File: src/sv/fracalu_pkg.sv
`timescale 1ns / 1ps

package fracalu_pkg;

    localparam int OPERAND_WIDTH = 16;
    localparam int OP_W          = 2;
    localparam int RES_NUM_W     = 33;
    localparam int RES_DEN_W     = 32;
    localparam int STATUS_W      = 2;

    typedef enum logic [OP_W-1:0] {
        OP_ADD,
        OP_SUB,
        OP_MUL,
        OP_DIV
    } t_op;

    typedef enum logic [STATUS_W-1:0] {
        ST_OK,
        ST_ZERO_DEN,
        ST_DIV_ZERO
    } t_status;

    // which cross product the shared multiplier forms this cycle
    typedef enum logic [1:0] {
        MUL_FIRST,
        MUL_SECOND,
        MUL_DEN
    } t_mul_sel;

    typedef struct packed {
        logic     load;
        logic     mul_en;
        t_mul_sel mul_sel;
        logic     sum;
        logic     gcd_init;
        logic     gcd_step;
        logic     div_init;
        logic     div_step;
        logic     out_load;
    } t_dp_cmd;

    typedef struct packed {
        logic err;
        logic gcd_done;
        logic no_div;
        logic div_done;
    } t_dp_stat;

endpackage

File: src/sv/fracalu_dp.sv
`timescale 1ns / 1ps

module fracalu_dp #(
    parameter int OPERAND_WIDTH = fracalu_pkg::OPERAND_WIDTH
) (
    input  logic                                   i_clk,
    input  fracalu_pkg::t_dp_cmd                   i_cmd,
    output fracalu_pkg::t_dp_stat                  o_stat,
    input  logic [fracalu_pkg::OP_W-1:0]           i_op,
    input  logic signed [OPERAND_WIDTH-1:0]        i_a_num,
    input  logic signed [OPERAND_WIDTH-1:0]        i_a_den,
    input  logic signed [OPERAND_WIDTH-1:0]        i_b_num,
    input  logic signed [OPERAND_WIDTH-1:0]        i_b_den,
    output logic signed [fracalu_pkg::RES_NUM_W-1:0] o_res_num,
    output logic signed [fracalu_pkg::RES_DEN_W-1:0] o_res_den,
    output logic [fracalu_pkg::STATUS_W-1:0]       o_status
);

    localparam int W  = OPERAND_WIDTH;
    localparam int PW = 2 * W;
    // sum of two products needs one more bit; wraps at 64 bits
    localparam int IW = (2 * W + 1 > 64) ? 64 : 2 * W + 1;
    localparam int KW = $clog2(IW + 1);
    localparam int CW = $clog2(IW);

    fracalu_pkg::t_op     r_op;
    fracalu_pkg::t_status r_status;
    logic signed [W-1:0]  r_an, r_ad, r_bn, r_bd;
    logic signed [PW-1:0] r_p0, r_p1;
    logic signed [IW-1:0] r_n, r_d;
    logic [IW-1:0]        r_u, r_v, r_g;
    logic [KW-1:0]        r_k;
    logic                 r_reduce;
    logic [IW-1:0]        r_qn, r_qd;
    logic [IW:0]          r_rn, r_rd;
    logic [CW-1:0]        r_cnt;
    logic                 r_divided;
    logic signed [fracalu_pkg::RES_NUM_W-1:0] r_res_num;
    logic signed [fracalu_pkg::RES_DEN_W-1:0] r_res_den;
    fracalu_pkg::t_status r_res_status;

    function automatic logic [IW-1:0] mag_of(input logic signed [IW-1:0] v);
        return v[IW-1] ? IW'(~v + 1'b1) : IW'(v);
    endfunction

    // shared multiplier
    logic signed [W-1:0]  mul_x, mul_y;
    logic signed [PW-1:0] mul_p;

    always_comb begin
        case (i_cmd.mul_sel)
            fracalu_pkg::MUL_FIRST: begin
                mul_x = r_an;
                mul_y = (r_op == fracalu_pkg::OP_MUL) ? r_bn : r_bd;
            end
            fracalu_pkg::MUL_SECOND: begin
                mul_x = r_bn;
                mul_y = r_ad;
            end
            fracalu_pkg::MUL_DEN: begin
                mul_x = r_ad;
                mul_y = (r_op == fracalu_pkg::OP_DIV) ? r_bn : r_bd;
            end
            default: begin
                mul_x = r_an;
                mul_y = r_bd;
            end
        endcase
    end

    assign mul_p = mul_x * mul_y;

    // numerator combine
    logic signed [IW-1:0] e0, e1, n_sum;
    assign e0 = IW'(r_p0);
    assign e1 = IW'(r_p1);

    always_comb begin
        case (r_op)
            fracalu_pkg::OP_ADD: n_sum = e0 + e1;
            fracalu_pkg::OP_SUB: n_sum = e0 - e1;
            default:             n_sum = e0;
        endcase
    end

    // binary gcd step
    logic          u_even, v_even, u_ge_v;
    logic [IW-1:0] gcd_diff, uv_or, g_full;
    assign u_even   = ~r_u[0];
    assign v_even   = ~r_v[0];
    assign u_ge_v   = r_u >= r_v;
    assign gcd_diff = u_ge_v ? (r_u - r_v) : (r_v - r_u);
    assign uv_or    = r_u | r_v;
    assign g_full   = uv_or << r_k;

    // restoring divide, numerator and denominator lanes share the divisor
    logic [IW:0] rn_sh, rd_sh, g_ext;
    logic        n_ge, d_ge;
    assign g_ext = {1'b0, r_g};
    assign rn_sh = {r_rn[IW-1:0], r_qn[IW-1]};
    assign rd_sh = {r_rd[IW-1:0], r_qd[IW-1]};
    assign n_ge  = rn_sh >= g_ext;
    assign d_ge  = rd_sh >= g_ext;

    logic signed [IW-1:0] qn_s, qd_s;
    assign qn_s = r_n[IW-1] ? -$signed(r_qn) : $signed(r_qn);
    assign qd_s = r_d[IW-1] ? -$signed(r_qd) : $signed(r_qd);

    always_ff @(posedge i_clk) begin
        if (i_cmd.load) begin
            r_op      <= fracalu_pkg::t_op'(i_op);
            r_an      <= i_a_num;
            r_ad      <= i_a_den;
            r_bn      <= i_b_num;
            r_bd      <= i_b_den;
            r_divided <= 1'b0;
            if (i_a_den == '0 || i_b_den == '0) begin
                r_status <= fracalu_pkg::ST_ZERO_DEN;
            end else if (fracalu_pkg::t_op'(i_op) == fracalu_pkg::OP_DIV && i_b_num == '0) begin
                r_status <= fracalu_pkg::ST_DIV_ZERO;
            end else begin
                r_status <= fracalu_pkg::ST_OK;
            end
        end

        if (i_cmd.mul_en) begin
            case (i_cmd.mul_sel)
                fracalu_pkg::MUL_FIRST:  r_p0 <= mul_p;
                fracalu_pkg::MUL_SECOND: r_p1 <= mul_p;
                fracalu_pkg::MUL_DEN:    r_d  <= IW'(mul_p);
                default:                 r_p0 <= mul_p;
            endcase
        end

        if (i_cmd.sum) begin
            r_n <= n_sum;
        end

        if (i_cmd.gcd_init) begin
            r_u      <= mag_of(r_n);
            r_v      <= mag_of(r_d);
            r_k      <= '0;
            r_reduce <= (r_n != '0) && (r_d != '0);
        end else if (i_cmd.gcd_step) begin
            if (u_even && v_even) begin
                r_u <= r_u >> 1;
                r_v <= r_v >> 1;
                r_k <= r_k + 1'b1;
            end else if (u_even) begin
                r_u <= r_u >> 1;
            end else if (v_even) begin
                r_v <= r_v >> 1;
            end else if (u_ge_v) begin
                r_u <= gcd_diff;
            end else begin
                r_v <= gcd_diff;
            end
        end

        if (i_cmd.div_init) begin
            r_g       <= g_full;
            r_qn      <= mag_of(r_n);
            r_qd      <= mag_of(r_d);
            r_rn      <= '0;
            r_rd      <= '0;
            r_cnt     <= '0;
            r_divided <= 1'b1;
        end else if (i_cmd.div_step) begin
            r_rn  <= n_ge ? (rn_sh - g_ext) : rn_sh;
            r_rd  <= d_ge ? (rd_sh - g_ext) : rd_sh;
            r_qn  <= {r_qn[IW-2:0], n_ge};
            r_qd  <= {r_qd[IW-2:0], d_ge};
            r_cnt <= r_cnt + 1'b1;
        end

        if (i_cmd.out_load) begin
            r_res_status <= r_status;
            if (r_status != fracalu_pkg::ST_OK) begin
                r_res_num <= '0;
                r_res_den <= '0;
            end else if (r_divided) begin
                r_res_num <= fracalu_pkg::RES_NUM_W'(qn_s);
                r_res_den <= fracalu_pkg::RES_DEN_W'(qd_s);
            end else begin
                r_res_num <= fracalu_pkg::RES_NUM_W'(r_n);
                r_res_den <= fracalu_pkg::RES_DEN_W'(r_d);
            end
        end
    end

    assign o_stat.err      = (r_status != fracalu_pkg::ST_OK);
    assign o_stat.gcd_done = (r_u == '0) || (r_v == '0);
    // gcd of one: the division would give back the same fraction
    assign o_stat.no_div   = !r_reduce || (uv_or == IW'(1) && r_k == '0);
    assign o_stat.div_done = (r_cnt == CW'(IW - 1));

    assign o_res_num = r_res_num;
    assign o_res_den = r_res_den;
    assign o_status  = r_res_status;

endmodule

File: src/sv/fracalu_ctrl.sv
`timescale 1ns / 1ps

module fracalu_ctrl (
    input  logic                  i_clk,
    input  logic                  i_rst_n,
    input  logic                  i_in_valid,
    output logic                  o_in_ready,
    output logic                  o_out_valid,
    input  logic                  i_out_ready,
    output fracalu_pkg::t_dp_cmd  o_cmd,
    input  fracalu_pkg::t_dp_stat i_stat
);

    typedef enum logic [3:0] {
        S_IDLE,
        S_MUL0,
        S_MUL1,
        S_MUL2,
        S_SUM,
        S_GINIT,
        S_GCD,
        S_DIV,
        S_DONE
    } t_state;

    t_state r_state, n_state;
    logic   r_out_valid;
    logic   out_free;

    assign out_free = !r_out_valid || i_out_ready;

    always_comb begin
        o_cmd   = '0;
        n_state = r_state;
        case (r_state)
            S_IDLE: begin
                o_cmd.load = i_in_valid;
                if (i_in_valid) begin
                    n_state = S_MUL0;
                end
            end
            S_MUL0: begin
                if (i_stat.err) begin
                    n_state = S_DONE;
                end else begin
                    o_cmd.mul_en  = 1'b1;
                    o_cmd.mul_sel = fracalu_pkg::MUL_FIRST;
                    n_state       = S_MUL1;
                end
            end
            S_MUL1: begin
                o_cmd.mul_en  = 1'b1;
                o_cmd.mul_sel = fracalu_pkg::MUL_SECOND;
                n_state       = S_MUL2;
            end
            S_MUL2: begin
                o_cmd.mul_en  = 1'b1;
                o_cmd.mul_sel = fracalu_pkg::MUL_DEN;
                n_state       = S_SUM;
            end
            S_SUM: begin
                o_cmd.sum = 1'b1;
                n_state   = S_GINIT;
            end
            S_GINIT: begin
                o_cmd.gcd_init = 1'b1;
                n_state        = S_GCD;
            end
            S_GCD: begin
                if (!i_stat.gcd_done) begin
                    o_cmd.gcd_step = 1'b1;
                end else if (i_stat.no_div) begin
                    n_state = S_DONE;
                end else begin
                    o_cmd.div_init = 1'b1;
                    n_state        = S_DIV;
                end
            end
            S_DIV: begin
                o_cmd.div_step = 1'b1;
                if (i_stat.div_done) begin
                    n_state = S_DONE;
                end
            end
            S_DONE: begin
                o_cmd.out_load = out_free;
                if (out_free) begin
                    n_state = S_IDLE;
                end
            end
            default: n_state = S_IDLE;
        endcase
    end

    always_ff @(posedge i_clk) begin
        if (!i_rst_n) begin
            r_state     <= S_IDLE;
            r_out_valid <= 1'b0;
        end else begin
            r_state <= n_state;
            if (o_cmd.out_load) begin
                r_out_valid <= 1'b1;
            end else if (i_out_ready) begin
                r_out_valid <= 1'b0;
            end
        end
    end

    assign o_in_ready  = (r_state == S_IDLE);
    assign o_out_valid = r_out_valid;

endmodule

File: src/sv/fraction_alu_reduce_unit.sv
`timescale 1ns / 1ps

// Rational add/sub/mul/div of two signed fractions, result reduced by the gcd of
// its magnitudes (signs kept as computed; a zero numerator is left unreduced). One
// beat is worked on at a time; the next input beat is taken as soon as the result
// moves to the output register. With IW = min(2*OPERAND_WIDTH+1, 64), a beat is
// accepted, takes three products in turn on the one shared multiplier, combines
// them and seeds the gcd, runs the binary-gcd steps (data dependent) and a check
// that they have finished, then an IW-bit bit-serial division when the gcd
// exceeds one and the numerator is not zero, and last moves into the output
// register. A zero denominator or a divide by a zero fraction skips to the output.
module fraction_alu_reduce_unit #(
    parameter int OPERAND_WIDTH = fracalu_pkg::OPERAND_WIDTH
) (
    input  logic                                     i_clk,
    input  logic                                     i_rst_n,
    input  logic                                     i_in_valid,
    output logic                                     o_in_ready,
    input  logic [fracalu_pkg::OP_W-1:0]             i_op,
    input  logic signed [OPERAND_WIDTH-1:0]          i_a_num,
    input  logic signed [OPERAND_WIDTH-1:0]          i_a_den,
    input  logic signed [OPERAND_WIDTH-1:0]          i_b_num,
    input  logic signed [OPERAND_WIDTH-1:0]          i_b_den,
    output logic                                     o_out_valid,
    input  logic                                     i_out_ready,
    output logic signed [fracalu_pkg::RES_NUM_W-1:0] o_res_num,
    output logic signed [fracalu_pkg::RES_DEN_W-1:0] o_res_den,
    output logic [fracalu_pkg::STATUS_W-1:0]         o_status
);

    fracalu_pkg::t_dp_cmd  cmd;
    fracalu_pkg::t_dp_stat stat;

    fracalu_ctrl u_ctrl (
        .i_clk       (i_clk),
        .i_rst_n     (i_rst_n),
        .i_in_valid  (i_in_valid),
        .o_in_ready  (o_in_ready),
        .o_out_valid (o_out_valid),
        .i_out_ready (i_out_ready),
        .o_cmd       (cmd),
        .i_stat      (stat)
    );

    fracalu_dp #(
        .OPERAND_WIDTH (OPERAND_WIDTH)
    ) u_dp (
        .i_clk     (i_clk),
        .i_cmd     (cmd),
        .o_stat    (stat),
        .i_op      (i_op),
        .i_a_num   (i_a_num),
        .i_a_den   (i_a_den),
        .i_b_num   (i_b_num),
        .i_b_den   (i_b_den),
        .o_res_num (o_res_num),
        .o_res_den (o_res_den),
        .o_status  (o_status)
    );

    logic in_fire;
    assign in_fire = i_in_valid && o_in_ready;

    // one beat in flight: busy right after a beat is taken
    a_busy_after_accept: assert property (@(posedge i_clk) disable iff (!i_rst_n)
        in_fire |=> !o_in_ready)
        else $error("input taken again while a beat is in flight");

    // result never appears the cycle after its input beat
    a_min_latency: assert property (@(posedge i_clk) disable iff (!i_rst_n)
        in_fire |=> !$rose(o_out_valid))
        else $error("result valid too early");

    // error beats carry zero fields
    a_err_zero: assert property (@(posedge i_clk) disable iff (!i_rst_n)
        (o_out_valid && o_status != fracalu_pkg::ST_OK)
            |-> (o_res_num == '0 && o_res_den == '0))
        else $error("error result with nonzero fields");

endmodule

File: config.mk
export PLATFORM = sky130hd
export DESIGN_NAME = fraction_alu_reduce_unit
export DESIGN_NICKNAME = d
export VERILOG_FILES = /design/src/sv/fracalu_pkg.sv /design/src/sv/fracalu_dp.sv /design/src/sv/fracalu_ctrl.sv /design/src/sv/fraction_alu_reduce_unit.sv
export SDC_FILE = /design/constraint.sdc
export NUM_CORES = 2
export LEC_CHECK = 0
export BUFFER_PORTS_ARGS = -buffer_cell sky130_fd_sc_hd__clkbuf_2
export CAP_MARGIN = 20
export CELL_PAD_IN_SITES_DETAIL_PLACEMENT = 0
export CELL_PAD_IN_SITES_GLOBAL_PLACEMENT = 1
export CORE_MARGIN = 5
export CORE_UTILIZATION = 40
export CTS_BUF_LIST = sky130_fd_sc_hd__clkbuf_8
export CTS_CLUSTER_SIZE = 10
export DETAILED_ROUTE_END_ITERATION = 12
export HOLD_SLACK_MARGIN = 0.15
export PLACE_DENSITY_LB_ADDON = 0.08
export SLEW_MARGIN = 20
export SYNTH_ARGS = -nofsm -noshare
export SYNTH_HDL_FRONTEND = slang
export SYNTH_SLANG_ARGS = --single-unit
File: constraint.sdc
create_clock -name i_clk -period 22.4 [get_ports i_clk]
set_input_delay 4.48 -clock i_clk [delete_from_list [all_inputs] [get_ports i_clk]]
set_output_delay 4.48 -clock i_clk [all_outputs]
set_load 0.01 [all_outputs]
======== Yosys cells after proc, flatten, opt, wreduce, memory -nomap -nowiden ========
Index checks and enable logic that the tools add are counted.
storage, ports and cells
  output and inout bits ................... 69
  logic and storage cells ................. 160
  input bits .............................. 70
  flip-flop bits (word level) ............. 514
operators by class
  mux-type cells .......................... 51
  multiply operators ...................... 1
  order comparisons ....................... 3
  shifts and indexed selects .............. 1
  reductions and logical operators ........ 35
  equal/unequal tests ..................... 23
  bitwise operators ....................... 6
  $add $sub $neg .......................... 12
operators with widths
  kind                     number
  $mux W33                 23
  $sub A33 B33 Y33         4
  $ge A34 B33 Y1           2
  $add A33 B1 Y33 const B  2
  $logic_not A33 Y1        2
  $not A33 Y33             2
  $pmux W33 S2             1
  $reduce_bool A33 Y1      2
  $mux W32                 2
  $logic_not A16 Y1        3
  $pmux W16 S3             1
  $pmux W4 S9              1
  $add A32 B32 Y33         1
  $eq A33 B1 Y1 const B    1
  $ge A33 B33 Y1           1
  $neg A33 Y33             1
  $or A33 B33 Y33          1
  $shl A33 B6 Y33          1
  $sub A32 B32 Y33         1
  $mul A16 B16 Y32         1
  $mux W16                 2
  $neg A32 Y32             1
  $pmux W16 S2             1
  $mux W4                  6
  other kinds (28)         69

======== Logic depth before layout (Yosys ltp) ========
  depth in word-level cells ............... 9
  mapped depth ............................ 35
  depth with buffers taken out ............ 32

======== Cells and area by module ========
A second synthesis with hierarchy kept.
unflattened totals
  cells, all modules ...................... 4,813
  area total of the unflattened synthesis .. 44,559.0 um^2
modules (own cells, without submodules)
  module        cells each  area an instance (um^2)  instances  seq. area each (um^2)
  fracalu_dp    4,762       44,153.6                 1          14,493.9
  fracalu_ctrl  51          405.4                    1          100.1

======== Least setup slack after synthesis ========
OpenSTA, ideal clock, no wires.
  kind .................................... reg2reg
  start point ............................. register u_ctrl.r_state[0]
  end point ............................... register u_dp.r_d[31] (netlist name)
  cell stages (with the launch flop) ...... 29
  arrival ................................. 7,769 ps
  clock period less this slack ............ 8,038 ps
  slack ................................... 14,362 ps
  data required time ...................... 22,131 ps
  setup time .............................. 269 ps
  path buffers ............................ 3
  cell sequence ........................... dfxtp_1 -> clkbuf_1 -> nand2b_1 -> nor3_1 -> ha_1 -> clkbuf_1 -> buf_1 -> a22oi_1 -> o21ai_0 -> nand2_1 -> fa_1 -> fa_1 -> fa_1 -> inv_1 -> fa_1 -> fa_1 -> inv_1 -> fa_1 -> inv_1 -> ha_1 -> a21o_1 -> a2111o_1 -> a32oi_1 -> o21ai_0 -> a31oi_1 -> o21ai_0 -> a21o_1 -> a21oi_1 -> xnor2_1
between the ends
  word-level cells in the longest chain between the ends .. 5
  elaborated cells on any way between the ends .. 10
  classes of those cells .................. mul: 1; eq/ne: 5; mux: 3; reduce/logical: 1
ends and longest elaborated chain
  element                                              RTL line             text
  start, declared                                      fracalu_ctrl.sv:26   t_state r_state, n_state;
  start signal, assigned                               fracalu_ctrl.sv:100  r_state <= n_state;
  $eq A4 B2 Y1 / $eq A4 B1 Y1 (equally long branches)  fracalu_ctrl.sv:35   case (r_state)
  $pmux W3 S3 *                                        fracalu_ctrl.sv:35
  $eq A2 B2 Y1, or another cell as far along           fracalu_dp.sv:51     case (i_cmd.mul_sel)
  $pmux W16 S3 / $pmux W16 S2 (equally long branches)  fracalu_dp.sv:51
  $mul A16 B16 Y32 *                                   fracalu_dp.sv:71     assign mul_p = mul_x * mul_y;
  via u_dp.mul_p[31]                                   fracalu_dp.sv:48     logic signed [PW-1:0] mul_p;
The timed path passes the listed nets; every way through them passes the cells marked *.
A chain may end at the register's enable or synchronous reset.

======== Worst setup path after layout ========
  start point ............................. register u_ctrl.r_state[1]
  end point ............................... register u_dp.r_p0[28], data pin
between the ends
  word-level cells in the longest chain between the ends .. 5
  elaborated cells on any way between the ends .. 10
  classes of those cells .................. mul: 1; eq/ne: 5; mux: 3; reduce/logical: 1
ends and longest elaborated chain
  element                                              RTL line            text
  $eq A4 B2 Y1 / $eq A4 B1 Y1 (equally long branches)  fracalu_ctrl.sv:35
  $pmux W3 S3 *                                        fracalu_ctrl.sv:35
  $eq A2 B2 Y1, or another cell as far along           fracalu_dp.sv:51
  $pmux W16 S3 / $pmux W16 S2 (equally long branches)  fracalu_dp.sv:51
  $mul A16 B16 Y32 *                                   fracalu_dp.sv:71
  via u_dp.mul_p[28]                                   fracalu_dp.sv:48
  end signal, assigned                                 fracalu_dp.sv:128   fracalu_pkg::MUL_FIRST: r_p0 <= mul_p;
  end signal, assigned                                 fracalu_dp.sv:131   default: r_p0 <= mul_p;
  end, declared                                        fracalu_dp.sv:29    logic signed [PW-1:0] r_p0, r_p1;
Marked as above.

==> metrics.txt <==
DRT iter0 DRCs=2729; combinational family with the most area after synthesis=adder cells; WL met3=9240 um; Worst-path clk slew=0.06 ns; setup violators final=0; top layer in use=met4; WP data arrival=9.65 ns; share of cells above drive strength 1=0.0828; area share of the largest cell type after synthesis=0.291; skew final=0.0611 ns; gpl congestion=0.896; wire per inst=23.4 um; Post-synth ARST share=0; Global Route Usage Sum=0.252; via count=36000; CTS Buf Count=99; grt ovf=0; hpwl dp=118000 um; synth unique cells=83; Root Driver=clkbuf_8; post-route met1 wirelength=67300 um; WL met2=68900 um; Yosys top cell by area=edfxtp_1; post-route ant nets=0; final count of hold timing violations=0; DRT Pass-1 Iters=5; clk sinks=514; post-CTS sizing=0; final worst-path cycle share=0.410; CP Launch Type=register; cts hold-fix bufs=0; Min-Delay Path Class=reg2reg; syn nets=5443; Yosys warning total=0; area grow syn2layout=9.07%; Worst-Skew Late Latency=0.78 ns; H-Tree Level Count=3; Seq cells post-synth=514; drt drc=0; top_reg_cell synth=edfxtp_1; critical path endpoint category=register; die area=0.118 mm2; vias in the first global route=35700; Synth Area in Simple Gates=0.148; Initial Util=0.402; final slew viol count=0; initial antenna violation count=3; dominant cell by count in the synthesized netlist=inv_1; Synth top cells by count=473 x inv_1, 431 x nor2_1, 430 x edfxtp_1; mux cell area share after synthesis=0.0243; first-pass GRT wire length=226000 um; mapped cell area=0.0444 mm2; Core ar.=0.111 mm2; max_cap viols=0; top cells by area, synth=edfxtp_1 29%, fa_1 12%, ha_1 8.3%; setup bufs post-CTS=0; Ports=139; RSZ-0062 raised after global routing=false; Final #Nets=5504; critical path fanouts, max=32; synthesized area per cell=9.23 um2; fmax=109 MHz; Mapped Cells=4812; Post-synth EDFFs=430; post-synthesis compound-gate area fraction=0.171; Final TNS setup=0 ns; row cnt=122; Die Ht=343 um; width of the die=343 um; Max transition margin=0.244; port bufs=138; CTS tree=done; Synth Area in XOR/XNOR=0.0643; Synth Area in Adders=0.203; kind of critical path=reg2reg; fin crit period=9.18 ns; Routed WL=151000 um; largest net degree at the start of global routing=104; Via-to-Cell Ratio=5.59; CTS max path bufs=3; status=completed; CP required=22.88 ns; Least-Margin Pin Slew=1.13 ns; register area share after synthesis=0.329
-- flip-flops by register name, indices dropped and copies added, names as in the netlist, 4 cells and up --
signal / cells
u_ctrl.r_state: 4
u_dp.o_res_den: 32
u_dp.o_res_num: 33
u_dp.r_ad: 16
u_dp.r_an: 16
u_dp.r_bd: 16
u_dp.r_bn: 16
u_dp.r_cnt: 6
u_dp.r_d: 32
u_dp.r_g: 33
u_dp.r_k: 6
u_dp.r_n: 33
u_dp.r_p0: 32
u_dp.r_p1: 32
u_dp.r_qd: 33
u_dp.r_qn: 33
u_dp.r_rd: 33
u_dp.r_rn: 33
u_dp.r_u: 33
u_dp.r_v: 33
-- worst max-delay path, cell delays in order (launching register included) --
cell,delay (ns)
dfxtp_1,0.52
nand2b_1,0.18
nor3_1,0.48
ha_1,0.26
buf_4,0.34
a221oi_1,0.20
a21oi_1,0.19
nor2_1,0.07
a21oi_1,0.66
nand2_1,0.25
inv_1,0.19
fa_1,0.56
fa_1,0.96
fa_1,0.54
fa_1,0.51
fa_1,0.49
inv_1,0.05
fa_1,0.47
inv_1,0.04
ha_1,0.37
a21o_1,0.14
a21oi_1,0.07
o21ai_0,0.29
nor4_1,0.10
nor2_1,0.25
and2_1,0.18
o21ai_0,0.07
a221oi_1,0.46
-- cell usage in the layout, fill, tap and decap left out, types with 138 or more instances in the layout --
cell,instances
fa_1,267
inv_1,499
a21oi_1,279
o21ai_0,333
clkbuf_2,138
xor2_1,163
nor2_1,429
ha_1,293
edfxtp_1,430
nand2_1,424
xnor2_1,163
-- layout make-up --
cell class / instances / area (um2)
fillers: 11100 / 62100
clock inverters: 79 / 478
inverters: 476 / 1790
well taps: 1488 / 1860
repair buffers: 187 / 1080
clock buffers: 103 / 1420
flip-flops and latches: 514 / 14600
diodes: 3 / 7.51
multi-input cells: 3595 / 27200
-- per-layer routing --
layer | GRT usage | vias up
li1 | - | 17100
met1 | 0.345 | 17800
met2 | 0.406 | 949
met3 | 0.0488 | 215
met4 | 0.0794 | 0
met5 | 0 | -
-- kinds of logic (layout without fill, tap and decap cells) --
family                   after synthesis  count (layout)
adder cells (fa/ha/maj)              561             561
buffers and inverters                703             845
AND/OR/NAND/NOR                     1415            1415
multiplexers                          96              96
other                                  0               3
XOR/XNOR                             326             326
flip-flops                           514             514
AO/OA/AOI/OAI                       1197            1197
-- worst paths after layout --
path,startpoint,endpoint,slack [ns],depth (start not counted)
max,u_ctrl.r_state[1]$_SDFFE_PN0P_,u_dp.r_p0[28]$_DFFE_PP_,13.22,27
min,u_dp.r_rd[23]$_SDFFE_PP0P_,u_dp.r_rd[23]$_SDFFE_PP0P_,0.49,2
max reg2reg,u_ctrl.r_state[1]$_SDFFE_PN0P_,u_dp.r_p0[28]$_DFFE_PP_,13.22,27
min reg2reg,u_dp.r_rd[23]$_SDFFE_PP0P_,u_dp.r_rd[23]$_SDFFE_PP0P_,0.49,2
-- through the flow --
step	worst slack (ns)	std cells	area, um2	hold slack [ns]	utilization
2_1_floorplan	14.36	4812	44400	0.442	-
4_1_cts	13.09	6441	48400	0.497	0.438
5_1_grt	12.52	6443	48400	0.509	0.438
3_5_place_dp	13.18	6259	46500	0.488	0.421
6_report	13.22	6445	48400	0.494	0.438
3_3_place_gp	13.29	6259	46500	0.477	0.421
Power is not shown: default switching activity piles up to over one toggle a cycle in this logic, so the estimate is an artifact.
